### config.mk
export PLATFORM = sky130hd
export DESIGN_NAME = access_token_checker_core
export DESIGN_NICKNAME = d
export VERILOG_FILES = /design/src/rtl/atc_pkg.sv /design/src/rtl/atc_bcd_pipe.sv /design/src/rtl/access_token_checker_core.sv
export SDC_FILE = /design/constraint.sdc
export NUM_CORES = 1
export LEC_CHECK = 0
export BUFFER_PORTS_ARGS = -buffer_cell sky130_fd_sc_hd__buf_2
export CAP_MARGIN = 20
export CORE_ASPECT_RATIO = 1.5
export CORE_UTILIZATION = 30
export DETAILED_ROUTE_END_ITERATION = 7
export GPL_TIMING_DRIVEN = 0
export SLEW_MARGIN = 10
export SYNTH_ARGS = -nofsm -noshare
export SYNTH_HDL_FRONTEND = slang
export SYNTH_SLANG_ARGS = --single-unit
### constraint.sdc
create_clock -name clk_i -period 21.2 [get_ports clk_i]
set_clock_uncertainty 0.05 [all_clocks]
set_input_delay 1.06 -clock clk_i [delete_from_list [all_inputs] [get_ports clk_i]]
set_output_delay 1.06 -clock clk_i [all_outputs]
set_load 0.01 [all_outputs]
### src/rtl/atc_pkg.sv
// Shared types, constants, a lookup function and a conversion step function for the access token checker.
`timescale 1ns / 1ps
`default_nettype none

package atc_pkg;

  // Field widths
  localparam int unsigned PASSWORD_W = 27;
  localparam int unsigned NOW_W      = 25;
  localparam int unsigned STATUS_W   = 3;
  localparam int unsigned VISIT_W    = 20;
  localparam int unsigned KEY_W      = 6;
  localparam int unsigned DIGIT_W    = 4;
  localparam int unsigned CFG_DATA_W = 6;
  localparam int unsigned CFG_IDX_W  = 1;

  // Binary to BCD conversion geometry
  localparam int unsigned NUM_DIGITS = 8;
  localparam int unsigned BCD_W      = NUM_DIGITS * DIGIT_W;
  localparam int unsigned DD_STEPS   = 7;
  localparam int unsigned DD_STAGES  = (PASSWORD_W + DD_STEPS - 1) / DD_STEPS;

  // Limits
  localparam logic [PASSWORD_W-1:0] MAX_CODE = PASSWORD_W'(99999999);
  localparam int unsigned           MAX_TIME_UNITS = 52704;
  localparam int unsigned           WINDOW_SECONDS = 1 * 60 * 60;

  // Configuration register indexes
  localparam logic [CFG_IDX_W-1:0] CFG_KEY_OFFSET   = 1'd0;
  localparam logic [CFG_IDX_W-1:0] CFG_DEVICE_DIGIT = 1'd1;

  // Verdict codes
  localparam logic [STATUS_W-1:0] STATUS_OK        = 3'd0;
  localparam logic [STATUS_W-1:0] STATUS_RANGE     = 3'd1;
  localparam logic [STATUS_W-1:0] STATUS_TIME_CHK  = 3'd2;
  localparam logic [STATUS_W-1:0] STATUS_DEV_CHK   = 3'd3;
  localparam logic [STATUS_W-1:0] STATUS_WINDOW    = 3'd4;
  localparam logic [STATUS_W-1:0] STATUS_MALFORMED = 3'd5;

  typedef logic [DIGIT_W-1:0] digit_t;

  typedef struct packed {
    logic [PASSWORD_W-1:0] password;
    logic [NOW_W-1:0]      now_seconds;
  } req_t;

  typedef struct packed {
    logic [STATUS_W-1:0] status;
    logic [VISIT_W-1:0]  visit_minutes;
  } res_t;

  // Digit descramble ROM: row picked by the lead digit
  localparam digit_t PERM_ROM [10][10] = '{
    '{4'd9, 4'd0, 4'd5, 4'd1, 4'd6, 4'd2, 4'd7, 4'd3, 4'd8, 4'd4},
    '{4'd5, 4'd0, 4'd9, 4'd1, 4'd8, 4'd2, 4'd7, 4'd3, 4'd6, 4'd4},
    '{4'd4, 4'd5, 4'd0, 4'd6, 4'd1, 4'd7, 4'd2, 4'd8, 4'd3, 4'd9},
    '{4'd4, 4'd9, 4'd0, 4'd8, 4'd1, 4'd7, 4'd2, 4'd6, 4'd3, 4'd5},
    '{4'd9, 4'd4, 4'd5, 4'd3, 4'd6, 4'd2, 4'd7, 4'd1, 4'd8, 4'd0},
    '{4'd5, 4'd4, 4'd9, 4'd3, 4'd8, 4'd2, 4'd7, 4'd1, 4'd6, 4'd0},
    '{4'd0, 4'd5, 4'd4, 4'd6, 4'd3, 4'd7, 4'd2, 4'd8, 4'd1, 4'd9},
    '{4'd0, 4'd9, 4'd4, 4'd8, 4'd3, 4'd7, 4'd2, 4'd6, 4'd1, 4'd5},
    '{4'd6, 4'd3, 4'd8, 4'd4, 4'd9, 4'd2, 4'd7, 4'd0, 4'd5, 4'd1},
    '{4'd1, 4'd8, 4'd3, 4'd9, 4'd4, 4'd7, 4'd2, 4'd5, 4'd0, 4'd6}
  };

  // ROM read; non-decimal codes read as zero
  function automatic digit_t perm_digit(input digit_t row, input digit_t col);
    digit_t res;
    res = '0;
    if (row <= 4'd9 && col <= 4'd9) begin
      res = PERM_ROM[row][col];
    end
    return res;
  endfunction

  // One double-dabble step: add 3 to digits of five or more, shift in one bit
  function automatic logic [BCD_W-1:0] dd_step(input logic [BCD_W-1:0] bcd,
                                               input logic bin_bit);
    logic [BCD_W-1:0] adj;
    adj = bcd;
    for (int i = 0; i < NUM_DIGITS; i++) begin
      if (adj[DIGIT_W*i +: DIGIT_W] >= 4'd5) begin
        adj[DIGIT_W*i +: DIGIT_W] = adj[DIGIT_W*i +: DIGIT_W] + 4'd3;
      end
    end
    return {adj[BCD_W-2:0], bin_bit};
  endfunction

endpackage

`default_nettype wire

### src/rtl/atc_bcd_pipe.sv
// Pipelined binary to BCD converter with a side channel carried alongside.
`timescale 1ns / 1ps
`default_nettype none

module atc_bcd_pipe #(
  parameter int unsigned SideW = 1
) (
  input  wire logic                           clk_i,
  input  wire logic                           rst_ni,
  input  wire logic                           valid_i,
  input  wire logic [atc_pkg::PASSWORD_W-1:0] bin_i,
  input  wire logic [SideW-1:0]               side_i,
  output logic                                valid_o,
  output logic [atc_pkg::BCD_W-1:0]           bcd_o,
  output logic [SideW-1:0]                    side_o
);

  localparam int unsigned NumStages = atc_pkg::DD_STAGES;
  localparam int unsigned Steps     = atc_pkg::DD_STEPS;
  localparam int unsigned BinW      = atc_pkg::PASSWORD_W;
  localparam int unsigned BcdW      = atc_pkg::BCD_W;

  logic              vld_q  [NumStages];
  logic [BcdW-1:0]   bcd_q  [NumStages];
  logic [BinW-1:0]   bin_q  [NumStages];
  logic [SideW-1:0]  side_q [NumStages];

  for (genvar s = 0; s < NumStages; s++) begin : g_stage
    logic             vld_in;
    logic [BcdW-1:0]  bcd_in;
    logic [BinW-1:0]  bin_in;
    logic [SideW-1:0] side_in;
    logic [BcdW-1:0]  bcd_d;
    logic [BinW-1:0]  bin_d;

    // Stage input: ports for the first stage, previous stage otherwise
    if (s == 0) begin : g_first
      assign vld_in  = valid_i;
      assign bcd_in  = '0;
      assign bin_in  = bin_i;
      assign side_in = side_i;
    end else begin : g_next
      assign vld_in  = vld_q[s-1];
      assign bcd_in  = bcd_q[s-1];
      assign bin_in  = bin_q[s-1];
      assign side_in = side_q[s-1];
    end

    // Up to Steps shift/adjust steps, MSB first
    always_comb begin
      bcd_d = bcd_in;
      bin_d = bin_in;
      for (int j = 0; j < Steps; j++) begin
        if (s * Steps + j < BinW) begin
          bcd_d = atc_pkg::dd_step(bcd_d, bin_d[BinW-1]);
          bin_d = {bin_d[BinW-2:0], 1'b0};
        end
      end
    end

    always_ff @(posedge clk_i or negedge rst_ni) begin
      if (!rst_ni) begin
        vld_q[s] <= 1'b0;
      end else begin
        vld_q[s] <= vld_in;
      end
    end

    always_ff @(posedge clk_i) begin
      bcd_q[s]  <= bcd_d;
      bin_q[s]  <= bin_d;
      side_q[s] <= side_in;
    end
  end

  assign valid_o = vld_q[NumStages-1];
  assign bcd_o   = bcd_q[NumStages-1];
  assign side_o  = side_q[NumStages-1];

endmodule

`default_nettype wire

### src/rtl/access_token_checker_core.sv
// Top level of the access token checker: decode, time checks and verdict.
//
//  Port group        Direction  Transfer
//  start_i/req_i     in         code and current time, taken when start_i & !busy_o
//  done_o/res_o      out        one verdict per code, one cycle wide, no hold-off
//  cfg_we_i/idx/data in         register write, taken when cfg_we_i is high
//
// A code enters in every cycle; busy_o stays low. Each verdict passes through
// the BCD conversion stages (7 shift steps per stage over 27 bits), then the
// descramble, time decode, check and output registers. Reset clears the valid
// bits and the configuration registers. The receiver takes every verdict in its
// cycle, so the pipeline never stalls.
`timescale 1ns / 1ps
`default_nettype none

module access_token_checker_core (
  input  wire logic                           clk_i,
  input  wire logic                           rst_ni,
  input  wire logic                           start_i,
  output logic                                busy_o,
  input  wire atc_pkg::req_t                  req_i,
  output logic                                done_o,
  output atc_pkg::res_t                       res_o,
  input  wire logic                           cfg_we_i,
  input  wire logic [atc_pkg::CFG_IDX_W-1:0]  cfg_idx_i,
  input  wire logic [atc_pkg::CFG_DATA_W-1:0] cfg_wdata_i
);

  localparam int unsigned NowW  = atc_pkg::NOW_W;
  localparam int unsigned SideW = NowW + 1;
  localparam int unsigned DigW  = atc_pkg::DIGIT_W;

  // Configuration registers
  logic [atc_pkg::KEY_W-1:0] key_offset_q;
  atc_pkg::digit_t           device_digit_q;

  always_ff @(posedge clk_i or negedge rst_ni) begin
    if (!rst_ni) begin
      key_offset_q   <= '0;
      device_digit_q <= '0;
    end else if (cfg_we_i) begin
      case (cfg_idx_i)
        atc_pkg::CFG_KEY_OFFSET:   key_offset_q   <= cfg_wdata_i[atc_pkg::KEY_W-1:0];
        atc_pkg::CFG_DEVICE_DIGIT: device_digit_q <= cfg_wdata_i[DigW-1:0];
        default: ;
      endcase
    end
  end

  // Always ready: one code per cycle
  assign busy_o = 1'b0;

  logic accept;
  logic malformed;
  assign accept    = start_i & ~busy_o;
  assign malformed = req_i.password > atc_pkg::MAX_CODE;

  // BCD conversion stages
  logic                      cv_vld;
  logic [atc_pkg::BCD_W-1:0] cv_bcd;
  logic [SideW-1:0]          cv_side;

  atc_bcd_pipe #(
    .SideW (SideW)
  ) u_bcd (
    .clk_i   (clk_i),
    .rst_ni  (rst_ni),
    .valid_i (accept),
    .bin_i   (req_i.password),
    .side_i  ({malformed, req_i.now_seconds}),
    .valid_o (cv_vld),
    .bcd_o   (cv_bcd),
    .side_o  (cv_side)
  );

  // Stage A: descramble digits 1..7 with the row chosen by the lead digit
  atc_pkg::digit_t pd_d [1:7];
  atc_pkg::digit_t lead;
  assign lead = cv_bcd[DigW*7 +: DigW];

  always_comb begin
    for (int i = 1; i < 8; i++) begin
      pd_d[i] = atc_pkg::perm_digit(lead, cv_bcd[DigW*(7-i) +: DigW]);
    end
  end

  logic            a_vld_q;
  atc_pkg::digit_t a_pd_q [1:7];
  atc_pkg::digit_t a_lead_q;
  logic [NowW-1:0] a_now_q;
  logic            a_bad_q;

  always_ff @(posedge clk_i or negedge rst_ni) begin
    if (!rst_ni) begin
      a_vld_q <= 1'b0;
    end else begin
      a_vld_q <= cv_vld;
    end
  end

  always_ff @(posedge clk_i) begin
    a_pd_q   <= pd_d;
    a_lead_q <= lead;
    a_now_q  <= cv_side[NowW-1:0];
    a_bad_q  <= cv_side[NowW];
  end

  // Stage B: time units minus key offset, in binary and in BCD
  logic [16:0]        units;
  logic signed [17:0] t_d;
  logic [9:0]         key_x13;
  atc_pkg::digit_t    key_dig [5];
  atc_pkg::digit_t    u_dig   [5];
  atc_pkg::digit_t    t_dig_d [5];
  logic [4:0]         sub;
  logic               borrow;

  always_comb begin
    units = 17'(a_pd_q[1]) * 17'd10000 + 17'(a_pd_q[2]) * 17'd1000
          + 17'(a_pd_q[3]) * 17'd100 + 17'(a_pd_q[4]) * 17'd10
          + 17'(a_pd_q[5]);
    t_d = $signed({1'b0, units}) - $signed(18'(key_offset_q));

    // Offset tens digit by reciprocal multiply, exact for offsets below 64
    key_x13    = 10'(key_offset_q) * 10'd13;
    key_dig[1] = DigW'(key_x13[9:7]);
    key_dig[0] = DigW'(key_offset_q - 6'(key_dig[1]) * 6'd10);
    key_dig[2] = '0;
    key_dig[3] = '0;
    key_dig[4] = '0;

    // Digit-wise subtract with borrow, ones digit first
    for (int i = 0; i < 5; i++) begin
      u_dig[i] = a_pd_q[5-i];
    end
    borrow = 1'b0;
    for (int i = 0; i < 5; i++) begin
      sub = {1'b0, u_dig[i]} - {1'b0, key_dig[i]} - 5'(borrow);
      if (sub[4]) begin
        t_dig_d[i] = sub[3:0] + 4'd10;
        borrow     = 1'b1;
      end else begin
        t_dig_d[i] = sub[3:0];
        borrow     = 1'b0;
      end
    end
  end

  logic               b_vld_q;
  logic signed [17:0] b_t_q;
  atc_pkg::digit_t    b_t_dig_q [5];
  atc_pkg::digit_t    b_lead_q;
  atc_pkg::digit_t    b_pd6_q;
  atc_pkg::digit_t    b_pd7_q;
  logic [NowW-1:0]    b_now_q;
  logic               b_bad_q;

  always_ff @(posedge clk_i or negedge rst_ni) begin
    if (!rst_ni) begin
      b_vld_q <= 1'b0;
    end else begin
      b_vld_q <= a_vld_q;
    end
  end

  always_ff @(posedge clk_i) begin
    b_t_q     <= t_d;
    b_t_dig_q <= t_dig_d;
    b_lead_q  <= a_lead_q;
    b_pd6_q   <= a_pd_q[6];
    b_pd7_q   <= a_pd_q[7];
    b_now_q   <= a_now_q;
    b_bad_q   <= a_bad_q;
  end

  // Stage C: range check, minutes, seconds and both check digits
  logic                         range_bad;
  logic [atc_pkg::VISIT_W-1:0]  visit_d;
  logic [NowW-1:0]              secs_d;
  atc_pkg::digit_t              chk;
  atc_pkg::digit_t              chk_mod;

  always_comb begin
    range_bad = b_t_q[17] || (b_t_q > 18'(atc_pkg::MAX_TIME_UNITS));
    visit_d   = 20'(b_t_q[15:0]) * 20'd10;
    secs_d    = 25'(b_t_q[15:0]) * 25'd600;
    chk = b_lead_q;
    for (int i = 0; i < 5; i++) begin
      chk = chk ^ b_t_dig_q[i];
    end
    chk_mod = (chk >= 4'd10) ? chk - 4'd10 : chk;
  end

  logic                        c_vld_q;
  logic                        c_range_bad_q;
  logic                        c_chk_ok_q;
  logic                        c_dev_ok_q;
  logic [atc_pkg::VISIT_W-1:0] c_visit_q;
  logic [NowW-1:0]             c_secs_q;
  logic [NowW-1:0]             c_now_q;
  logic                        c_bad_q;

  always_ff @(posedge clk_i or negedge rst_ni) begin
    if (!rst_ni) begin
      c_vld_q <= 1'b0;
    end else begin
      c_vld_q <= b_vld_q;
    end
  end

  always_ff @(posedge clk_i) begin
    c_range_bad_q <= range_bad;
    c_chk_ok_q    <= (chk_mod == b_pd6_q);
    c_dev_ok_q    <= (device_digit_q == b_pd7_q);
    c_visit_q     <= visit_d;
    c_secs_q      <= secs_d;
    c_now_q       <= b_now_q;
    c_bad_q       <= b_bad_q;
  end

  // Stage D: one-hour window and verdict
  logic signed [NowW:0] diff;
  logic                 outside;
  atc_pkg::res_t        res_d;

  always_comb begin
    diff    = $signed({1'b0, c_now_q}) - $signed({1'b0, c_secs_q});
    outside = (diff > $signed((NowW+1)'(atc_pkg::WINDOW_SECONDS)))
           || (diff < -$signed((NowW+1)'(atc_pkg::WINDOW_SECONDS)));
    res_d.visit_minutes = c_visit_q;
    if (c_bad_q) begin
      res_d.status        = atc_pkg::STATUS_MALFORMED;
      res_d.visit_minutes = '0;
    end else if (c_range_bad_q) begin
      res_d.status        = atc_pkg::STATUS_RANGE;
      res_d.visit_minutes = '0;
    end else if (!c_chk_ok_q) begin
      res_d.status = atc_pkg::STATUS_TIME_CHK;
    end else if (!c_dev_ok_q) begin
      res_d.status = atc_pkg::STATUS_DEV_CHK;
    end else if (outside) begin
      res_d.status = atc_pkg::STATUS_WINDOW;
    end else begin
      res_d.status = atc_pkg::STATUS_OK;
    end
  end

  logic          done_q;
  atc_pkg::res_t res_q;

  always_ff @(posedge clk_i or negedge rst_ni) begin
    if (!rst_ni) begin
      done_q <= 1'b0;
    end else begin
      done_q <= c_vld_q;
    end
  end

  always_ff @(posedge clk_i) begin
    res_q <= res_d;
  end

  assign done_o = done_q;
  assign res_o  = res_q;

endmodule

`default_nettype wire
==> flow_metrics.env, run 1 <==
export IMPL_status="finished, final reports clean"
export IMPL_post_route_clock_period_utilization_pct=40.7
export IMPL_final_max_slew_violation_count=0
export IMPL_path_common_cell="sky130_fd_sc_hd__ha_1"
export IMPL_grt_pass1_vias=23700
export IMPL_cp_buffers_inverters=6
export IMPL_average_cell_area_after_synthesis_um2=9.07
export IMPL_cts_htree_levels=2
export IMPL_end_kind="register"
export IMPL_maxClockFrequency_ghz=0.116
export IMPL_total_grt_usage_pct=11.5
export IMPL_cp_max_fo=5
export IMPL_filler_cell_count=11200
export IMPL_grt_first_pass_wirelength_mm=108
export IMPL_hpwl_mm=51.0
export IMPL_worstSkewPairLatency_ns=0.63
export IMPL_placed_area_um2=34800
export IMPL_place_port_buffers=85
export IMPL_dr_total_vias=24200
export IMPL_max_cap_viol_count=0
export IMPL_netlist_instances=3590
export IMPL_num_rows=147
export IMPL_required_ns=21.65
export IMPL_antenna_found_initial=1
export IMPL_grt_max_degree=19
export IMPL_synth_sequential_area_ratio_pct=29.2
export IMPL_worst_slew_pin_transition_ns=1.03
export IMPL_post_cts_resized_instances=0
export IMPL_min_path_type="register to register"
export IMPL_die_width_um=271
export IMPL_setup_violations=0
export IMPL_drt_pre_antenna_iters=5
export IMPL_cts_sink_count=471
export IMPL_wirelength_mm=63.7
export IMPL_global_route_overflow_total=0
export IMPL_design_die_area_um2=110000
export IMPL_finish_net_count=4283
export IMPL_synth_lib_cells_used_distinct=129
export IMPL_post_route_cell_area_um2=36700
export IMPL_io_pin_count=88
export IMPL_cts_max_path_buffers=3
export IMPL_cts_hold_buffers_added=0
export IMPL_cts_inserted_buffers=50
export IMPL_drive_above_1_share_pct=11.1
export IMPL_postCtsSetupBuffers=0
export IMPL_avgRoutedWirePerCell_um=12.3
export IMPL_synth_seq_cells=471
export IMPL_slowest_delay_ns=0.43
export IMPL_postSynth_asyncResetShare_pct=3.82
export IMPL_timing_critical_path_max_delay_family="simple AND/OR/NAND/NOR gates"
export IMPL_drt_antenna_violating_nets=0
export IMPL_post_drt_via_cell_ratio=4.66
export IMPL_finalHoldViolations=0
export IMPL_syn_to_final_growth_pct=12.6
export IMPL_clkTransAtPathRegs_ns=0.07
export IMPL_cpMaxStageDelayCell="sky130_fd_sc_hd__a311oi_2"
export IMPL_synth_edf_count=0
export IMPL_layout_cells_most_common_list="sky130_fd_sc_hd__dfxtp_1, sky130_fd_sc_hd__ha_1, sky130_fd_sc_hd__inv_1, sky130_fd_sc_hd__a21oi_1, sky130_fd_sc_hd__nor2_1"
export IMPL_floorplan_initialDensity_pct=30.3
export IMPL_period_needed_ns=8.62
export IMPL_tns_setup_ns=0
export IMPL_layout_commonest_cell="sky130_fd_sc_hd__dfxtp_1"
export IMPL_detailedRoute_firstIterationViolations=696
export IMPL_placedCellCount=5091
export IMPL_grt_setup_unrepaired="no"
export IMPL_tritoncts="yes"
export IMPL_critical_path_class="register to register"
export IMPL_dominantRegCellSynth="sky130_fd_sc_hd__dfxtp_1"
export IMPL_die_h_um=406
export IMPL_yosysWarningCount=0
export IMPL_core_um2=107000
export IMPL_routability_cong=0.935
export IMPL_critPathArrivalTime_ns=9.07
export IMPL_setup_worst_path_start_class="register"
export IMPL_cts_root_buffer="sky130_fd_sc_hd__clkbuf_16"
export IMPL_max_slew_margin_rel_pct=31.0
export IMPL_post_route_drc_count=0
export IMPL_final_cells=5186
export IMPL_syn_cell_area_um2=32600
kinds of logic (layout without fill, tap and decap cells):
family                     after synthesis  count (layout)  synth area share (%)
adders and majority gates              492             492                  20.2
buffers and inverters                  488             667                  5.74
other                                    1               3                0.0115
xor gates and xnor gates               261             261                  7.25
muxes                                  213             213                  7.44
AOI/OAI and AO/OA                      798             798                  16.6
and+or+nand+nor                        866             866                  13.6
DFF                                    471             471                  29.2
final timing paths:
path	startpoint	end	slack (ns)	depth (start not counted)
hold reg to reg	u_bcd.side_q[1][24]	u_bcd.side_q[2][24]	0.26	0
min in group asynchronous	rst_ni	u_bcd.g_stage[1].vld_in	0.33	1
hold / removal	u_bcd.side_q[1][24]	u_bcd.side_q[2][24]	0.26	0
max in group asynchronous	rst_ni	key_offset_q[4]	20.41	1
setup / recovery	u_bcd.bcd_q[1][9]	u_bcd.bcd_q[2][10]	12.58	40
setup reg to reg	u_bcd.bcd_q[1][9]	u_bcd.bcd_q[2][10]	12.58	40
metrics by stage:
stage               hold slack, ns  utilization [%]  setup slack (ns)
floorplan                    0.260                -             13.50
global placement             0.260             32.4             12.65
detailed placement           0.262             32.4             12.55
CTS                          0.258             34.2             12.52
global route                 0.260             34.2             11.84
finish                       0.260             34.2             12.58
registers in the layout, indices dropped and copies added (netlist names), 6 cells and up:
signal        cells
u_bcd.bcd_q      86
res_o            22
u_bcd.bin_q      39
a_now_q          25
a_pd_q           28
c_visit_q        18
c_secs_q         22
b_t_q            17
key_offset_q      6
u_bcd.side_q    104
b_now_q          25
c_now_q          25
b_t_dig_q        20
final cells by class:
type | instances | area (um^2) | area share, %
Inverter | 418 | 1570 | 4.28
Sequential cell | 471 | 9520 | 25.9
Clock buffer | 63 | 1370 | 3.73
Buffer | 70 | 302 | 0.822
Multi-Input combinational cell | 2632 | 21200 | 57.8
Timing Repair Buffer | 85 | 425 | 1.16
Tap cell | 1415 | 1770 | 4.82
Clock inverter | 31 | 546 | 1.49
Antenna cell | 1 | 2.50 | 0.00682
synth_stat cells (8+ instances only):
cell type	n	area share, %
sky130_fd_sc_hd__nand2_1	194	2.2
sky130_fd_sc_hd__nand4_1	17	0.33
sky130_fd_sc_hd__a21boi_0	16	0.37
sky130_fd_sc_hd__fa_1	57	3.5
sky130_fd_sc_hd__a21oi_2	14	0.38
sky130_fd_sc_hd__inv_2	13	0.15
sky130_fd_sc_hd__mux2i_1	111	3.4
sky130_fd_sc_hd__a31oi_1	20	0.38
sky130_fd_sc_hd__a211oi_1	25	0.58
sky130_fd_sc_hd__a21oi_1	224	3.4
sky130_fd_sc_hd__xnor2_1	191	5.1
sky130_fd_sc_hd__o21ai_0	159	2.4
sky130_fd_sc_hd__a22oi_1	8	0.18
sky130_fd_sc_hd__a21boi_1	8	0.18
sky130_fd_sc_hd__ha_1	435	17
sky130_fd_sc_hd__mux2_2	63	2.2
sky130_fd_sc_hd__dfrtp_1	18	1.4
sky130_fd_sc_hd__clkbuf_1	57	0.66
sky130_fd_sc_hd__and2_1	36	0.69
sky130_fd_sc_hd__o21ai_2	9	0.24
sky130_fd_sc_hd__mux2i_2	21	0.89
sky130_fd_sc_hd__nor2_1	222	2.6
sky130_fd_sc_hd__o31ai_1	10	0.23
sky130_fd_sc_hd__inv_1	404	4.7
sky130_fd_sc_hd__o21a_1	25	0.58
sky130_fd_sc_hd__nor2b_1	70	1.3
sky130_fd_sc_hd__o211ai_1	27	0.62
sky130_fd_sc_hd__o21bai_1	26	0.60
sky130_fd_sc_hd__dfxtp_1	453	28
sky130_fd_sc_hd__and3_1	8	0.15
sky130_fd_sc_hd__a21o_1	44	1.0
sky130_fd_sc_hd__xor2_1	60	1.6
sky130_fd_sc_hd__mux2_4	9	0.41
sky130_fd_sc_hd__nand3_1	51	0.78
sky130_fd_sc_hd__nor3_1	67	1.0
sky130_fd_sc_hd__o21ai_1	26	0.40
sky130_fd_sc_hd__o22ai_1	16	0.31
sky130_fd_sc_hd__nor3b_1	19	0.44
sky130_fd_sc_hd__nand2b_1	103	2.0
sky130_fd_sc_hd__a211o_1	22	0.59
sky130_fd_sc_hd__xnor2_2	9	0.45
per-layer routing:
metal  share of wire, %  up-vias  GRT usage [%]
met4                3.7        0           4.56
met5                  0        -              0
met3                2.9      130           1.52
met2                 54      328           23.1
li1                   -    12500              -
met1                 39    11200           11.8
Power of run 1 is left out: the tool's default activity adds up to more than one toggle a clock period on the data nets, which glitch-free logic cannot reach.
==> inputs of run 2 (changes only) <==
Clock period 21.2 ns to 8.8 ns, I/O delays scaled along.
==> run 2 against run 1 <==
Core utilization rose by 0.58 points. Sequential share of layout area fell by 0.43 points. Via count rose by 1.0%. Worst setup slack got worse by 12 ns. Critical path type unchanged. Critical endpoint unchanged.
==> flow_metrics.env, run 2 (synthesized netlist as in run 1, its figures left out) <==
export IMPL_status="finished, final reports clean"
export IMPL_avgRoutedWirePerCell_um=12.3
export IMPL_cpMaxStageDelayCell="sky130_fd_sc_hd__dfxtp_1"
export IMPL_design_die_area_um2=110000
export IMPL_post_route_cell_area_um2=37300
export IMPL_cp_buffers_inverters=7
export IMPL_grt_first_pass_wirelength_mm=109
export IMPL_syn_to_final_growth_pct=14.6
export IMPL_maxClockFrequency_ghz=0.122
export IMPL_layout_cells_most_common_list="sky130_fd_sc_hd__dfxtp_1, sky130_fd_sc_hd__ha_1, sky130_fd_sc_hd__inv_1, sky130_fd_sc_hd__a21oi_1, sky130_fd_sc_hd__nor2_1"
export IMPL_num_rows=147
export IMPL_final_cells=5239
export IMPL_drt_antenna_violating_nets=0
export IMPL_critPathArrivalTime_ns=8.66
export IMPL_min_path_type="primary input to register"
export IMPL_global_route_overflow_total=0
export IMPL_worstSkewPairLatency_ns=0.63
export IMPL_tritoncts="yes"
export IMPL_dr_total_vias=24400
export IMPL_largest_registers="u_bcd.side_q: 104 flops, u_bcd.bcd_q: 86 flops, u_bcd.bin_q: 39 flops"
export IMPL_cts_root_buffer="sky130_fd_sc_hd__clkbuf_16"
export IMPL_grt_pass1_vias=24000
export IMPL_finalHoldViolations=0
export IMPL_timing_critical_path_max_delay_family="simple AND/OR/NAND/NOR gates"
export IMPL_placedCellCount=5091
export IMPL_antenna_found_initial=0
export IMPL_num_antenna_cells=0
export IMPL_post_route_clock_period_utilization_pct=93.3
export IMPL_largest_register_ffs=104
export IMPL_layout_commonest_cell="sky130_fd_sc_hd__dfxtp_1"
export IMPL_core_um2=107000
export IMPL_grt_max_degree=19
export IMPL_cts_inserted_buffers=50
export IMPL_period_needed_ns=8.21
export IMPL_largest_register="u_bcd.side_q"
export IMPL_path_common_cell="sky130_fd_sc_hd__ha_1"
export IMPL_placed_area_um2=34800
export IMPL_setup_worst_path_start_class="register"
export IMPL_cts_sink_count=471
export IMPL_post_route_drc_count=0
export IMPL_cts_htree_levels=2
export IMPL_detailedRoute_firstIterationViolations=762
export IMPL_drive_above_1_share_pct=11.5
export IMPL_cts_max_path_buffers=3
export IMPL_post_drt_via_cell_ratio=4.66
export IMPL_total_grt_usage_pct=11.6
export IMPL_multi_input_combinational_cell_area_um2=21300
export IMPL_die_width_um=271
export IMPL_ff_latch_area_um2=9520
export IMPL_finish_net_count=4337
export IMPL_slowest_delay_ns=0.42
export IMPL_worst_slew_pin_transition_ns=1.04
export IMPL_io_pin_count=88
export IMPL_required_ns=9.25
export IMPL_clkTransAtPathRegs_ns=0.06
export IMPL_critical_path_class="register to register"
export IMPL_max_cap_viol_count=0
export IMPL_max_slew_margin_rel_pct=30.5
export IMPL_end_kind="register"
export IMPL_floorplan_initialDensity_pct=30.3
export IMPL_final_max_slew_violation_count=0
export IMPL_drt_pre_antenna_iters=5
export IMPL_place_port_buffers=85
export IMPL_die_h_um=406
export IMPL_setup_violations=0
export IMPL_cp_max_fo=6
export IMPL_routability_cong=0.935
export IMPL_filler_cell_count=11100
export IMPL_hpwl_mm=51.0
export IMPL_wirelength_mm=64.4
run 2: per-stage QoR:
stage                     setup TNS, ns  setup WS [ns]  hold slack [ns]  util, %
after global routing            -0.0162        -0.0162           0.0236     34.7
final                                 0          0.586           0.0517     34.7
after CTS                             0          0.115          0.00628     34.6
after global placement                0          0.247            0.260     32.4
after floorplan                       0           1.10           0.0944        -
after detailed placement              0          0.151            0.262     32.4
run 2: what timing repair did:
| item | CTS | global route |
|---|---|---|
| setup buffers | 0 | 2 |
| hold buffers | 52 | 0 |
| hold endpoints to repair | 73 | 0 |
| endpoints found under the setup margin | 0 | 8 |
| resized for setup | 0 | 20 |
run 2: final timing paths:
check	from	end	slack (ns)	cells past startpoint
setup / recovery	u_bcd.bcd_q[1][4]	u_bcd.bcd_q[2][10]	0.59	42
hold / removal	cfg_wdata_i[4]	key_offset_q[4]	0.05	3
setup reg to reg	u_bcd.bcd_q[1][4]	u_bcd.bcd_q[2][10]	0.59	42
hold reg to reg	u_bcd.side_q[1][24]	u_bcd.side_q[2][24]	0.26	0
max in group asynchronous	rst_ni	key_offset_q[4]	8.09	2
min in group asynchronous	rst_ni	u_bcd.g_stage[1].vld_in	0.26	2
run 2: layout make-up:
cell class / count / area share, %
plain buffers: 70 / 0.808
clock buffers: 63 / 3.67
clock inverters: 31 / 1.46
inverters: 418 / 4.20
multi-input cells: 2632 / 57.0
flip-flops and latches: 471 / 25.5
well taps: 1415 / 4.74
repair buffers: 139 / 2.57
run 2: routing by layer:
| layer | share of wire (%) | global-route usage, % |
|---|---|---|
| met4 | 3.5 | 4.48 |
| met5 | 0 | 0 |
| met1 | 39 | 11.9 |
| met3 | 2.8 | 1.51 |
| met2 | 54 | 23.4 |
run 2: worst register-to-register path: cells and delay by family, from the launching register on:
kind / cells / cell delay, ns
compound gates: 8 / 1.54
simple gates: 14 / 2.47
mux: 1 / 0.31
fa+ha+maj: 7 / 1.58
xor+xnor: 5 / 1.01
flops: 1 / 0.42
buf+inv: 7 / 0.75
Power of run 2 is left out for the same reason.
==> inputs of run 3 (changes only) <==
Settings changed: CORE_UTILIZATION 30 to 50, PLACE_DENSITY set to 0.66.
==> run 3 against run 2 <==
Core utilization rose by 22 points. Register-to-register slack improved by 0.05 ns. Critical path depth did not move. First-iteration DRC count rose by 22%. Fmax rose by 0.67%. Sequential share of layout area rose by 0.68 points. Global-route usage rose by 7.8 points. Die area fell by 40%. Sequential cell count did not move. Worst hold slack got worse by 0.013 ns. Worst setup slack improved by 0.054 ns. Largest cell class unchanged.
==> flow_metrics.env, run 3 (synthesized netlist as in run 1, its figures left out) <==
export IMPL_status="finished, final reports clean"
export IMPL_die_width_um=210
export IMPL_post_route_clock_period_utilization_pct=92.7
export IMPL_post_drt_via_cell_ratio=5.22
export IMPL_placed_area_um2=34100
export IMPL_wirelength_mm=64.3
export IMPL_setup_violations=0
export IMPL_finalHoldViolations=0
export IMPL_critPathArrivalTime_ns=8.59
export IMPL_end_kind="register"
export IMPL_floorplan_initialDensity_pct=50.5
export IMPL_detailedRoute_firstIterationViolations=930
export IMPL_design_die_area_um2=66200
export IMPL_hpwl_mm=51.0
export IMPL_grt_pass1_vias=24000
export IMPL_cts_htree_levels=2
export IMPL_routability_cong=0.932
export IMPL_post_route_drc_count=0
export IMPL_place_port_buffers=85
export IMPL_post_route_cell_area_um2=36400
export IMPL_slowest_delay_ns=0.39
export IMPL_drt_antenna_violating_nets=0
export IMPL_cts_root_buffer="sky130_fd_sc_hd__clkbuf_16"
export IMPL_largest_register="u_bcd.side_q"
export IMPL_grt_first_pass_wirelength_mm=107
export IMPL_grt_max_degree=19
export IMPL_setup_worst_path_start_class="register"
export IMPL_cts_inserted_buffers=47
export IMPL_avgRoutedWirePerCell_um=13.7
export IMPL_num_rows=114
export IMPL_dr_total_vias=24500
export IMPL_path_common_cell="sky130_fd_sc_hd__ha_1"
export IMPL_max_cap_viol_count=0
export IMPL_worstSkewPairLatency_ns=0.61
export IMPL_largest_registers="u_bcd.side_q: 104 flops, u_bcd.bcd_q: 86 flops, u_bcd.bin_q: 39 flops"
export IMPL_maxClockFrequency_ghz=0.123
export IMPL_syn_to_final_growth_pct=11.6
export IMPL_antenna_found_initial=1
export IMPL_io_pin_count=88
export IMPL_layout_cells_most_common_list="sky130_fd_sc_hd__dfxtp_1, sky130_fd_sc_hd__ha_1, sky130_fd_sc_hd__inv_1, sky130_fd_sc_hd__a21oi_1, sky130_fd_sc_hd__nor2_1"
export IMPL_period_needed_ns=8.16
export IMPL_required_ns=9.23
export IMPL_grt_setup_unrepaired="no"
export IMPL_critical_path_class="register to register"
export IMPL_cts_max_path_buffers=3
export IMPL_tritoncts="yes"
export IMPL_clkTransAtPathRegs_ns=0.07
export IMPL_cts_sink_count=471
export IMPL_worst_slew_pin_transition_ns=1.05
export IMPL_cpMaxStageDelayCell="sky130_fd_sc_hd__dfxtp_1"
export IMPL_finish_net_count=4334
export IMPL_final_max_slew_violation_count=0
export IMPL_die_h_um=315
export IMPL_total_grt_usage_pct=19.4
export IMPL_drt_pre_antenna_iters=5
export IMPL_drive_above_1_share_pct=11.2
export IMPL_core_um2=64500
export IMPL_min_path_type="primary input to register"
export IMPL_layout_commonest_cell="sky130_fd_sc_hd__dfxtp_1"
export IMPL_tns_setup_ns=0
export IMPL_filler_cell_count=5944
export IMPL_global_route_overflow_total=0
export IMPL_cp_max_fo=5
export IMPL_max_slew_margin_rel_pct=30.0
export IMPL_largest_register_ffs=104
run 3: changes by cell type in the layout (fill, tap and decap cells not counted), moves of 2 or more:
cell	before	now
sky130_fd_sc_hd__bufinv_16	11	4
sky130_fd_sc_hd__clkbuf_16	50	47
sky130_fd_sc_hd__clkinv_2	4	7
sky130_fd_sc_hd__inv_8	0	3
sky130_fd_sc_hd__xnor2_1	186	188
run 3: area by class of cell:
cell class | instances | area, um^2 | share of cell area [%]
tap | 870 | 1090 | 2.99
sequential | 471 | 9520 | 26.2
clock inverter | 30 | 370 | 1.02
clock buffer | 58 | 1280 | 3.51
timing repair buffer | 139 | 958 | 2.64
buffer | 70 | 302 | 0.829
multi-input combinational | 2632 | 21300 | 58.5
antenna | 1 | 2.50 | 0.00688
inverter | 418 | 1570 | 4.32
run 3: path summary, 6_finish.rpt:
check / startpoint / end / slack, ns / cells past startpoint
worst max-delay path: u_bcd.bcd_q[1][5] / u_bcd.bcd_q[2][10] / 0.64 / 42
worst min-delay path: cfg_wdata_i[2] / key_offset_q[2] / 0.04 / 3
worst max register to register: u_bcd.bcd_q[1][5] / u_bcd.bcd_q[2][10] / 0.64 / 42
worst min register to register: a_lead_q[0] / b_lead_q[0] / 0.27 / 0
max in group asynchronous: rst_ni / key_offset_q[4] / 8.17 / 2
min in group asynchronous: rst_ni / u_bcd.g_stage[3].vld_in / 0.24 / 2
run 3: timing repair:
| action | 4_1_cts | 5_1_grt |
|---|---|---|
| setup endpoints to repair | 0 | 7 |
| setup buffers | 0 | 3 |
| endpoints found under the hold margin | 68 | 0 |
| hold buffers | 51 | 0 |
| gates resized for setup | 0 | 14 |
run 3: per-stage QoR:
stage	worst slack (ns)	util (%)	hold WS, ns	cells
2_1_floorplan	1.10	-	0.0944	3591
3_3_place_gp	0.316	52.9	0.260	4546
3_5_place_dp	0.153	52.9	0.262	4546
4_1_cts	0.0952	56.2	0.000481	4685
5_1_grt	0.00954	56.4	0.0285	4688
6_report	0.641	56.4	0.0383	4689
run 3: worst max-delay path, delay by kind of cell, from the launching register on:
kind	cells	cell delay [ns]
xor+xnor	4	0.87
mux	1	0.31
simple gates	17	3.15
buf+inv	6	0.46
fa+ha+maj	7	1.39
flops	1	0.39
compound gates	7	1.38
run 3: layer usage:
metal  GRT usage [%]  wire, um
met1            19.6     25000
met2            39.3     35100
met3            2.28      1750
met4            8.17      2390
met5               0         0
Power of run 3 is left out for the same reason.
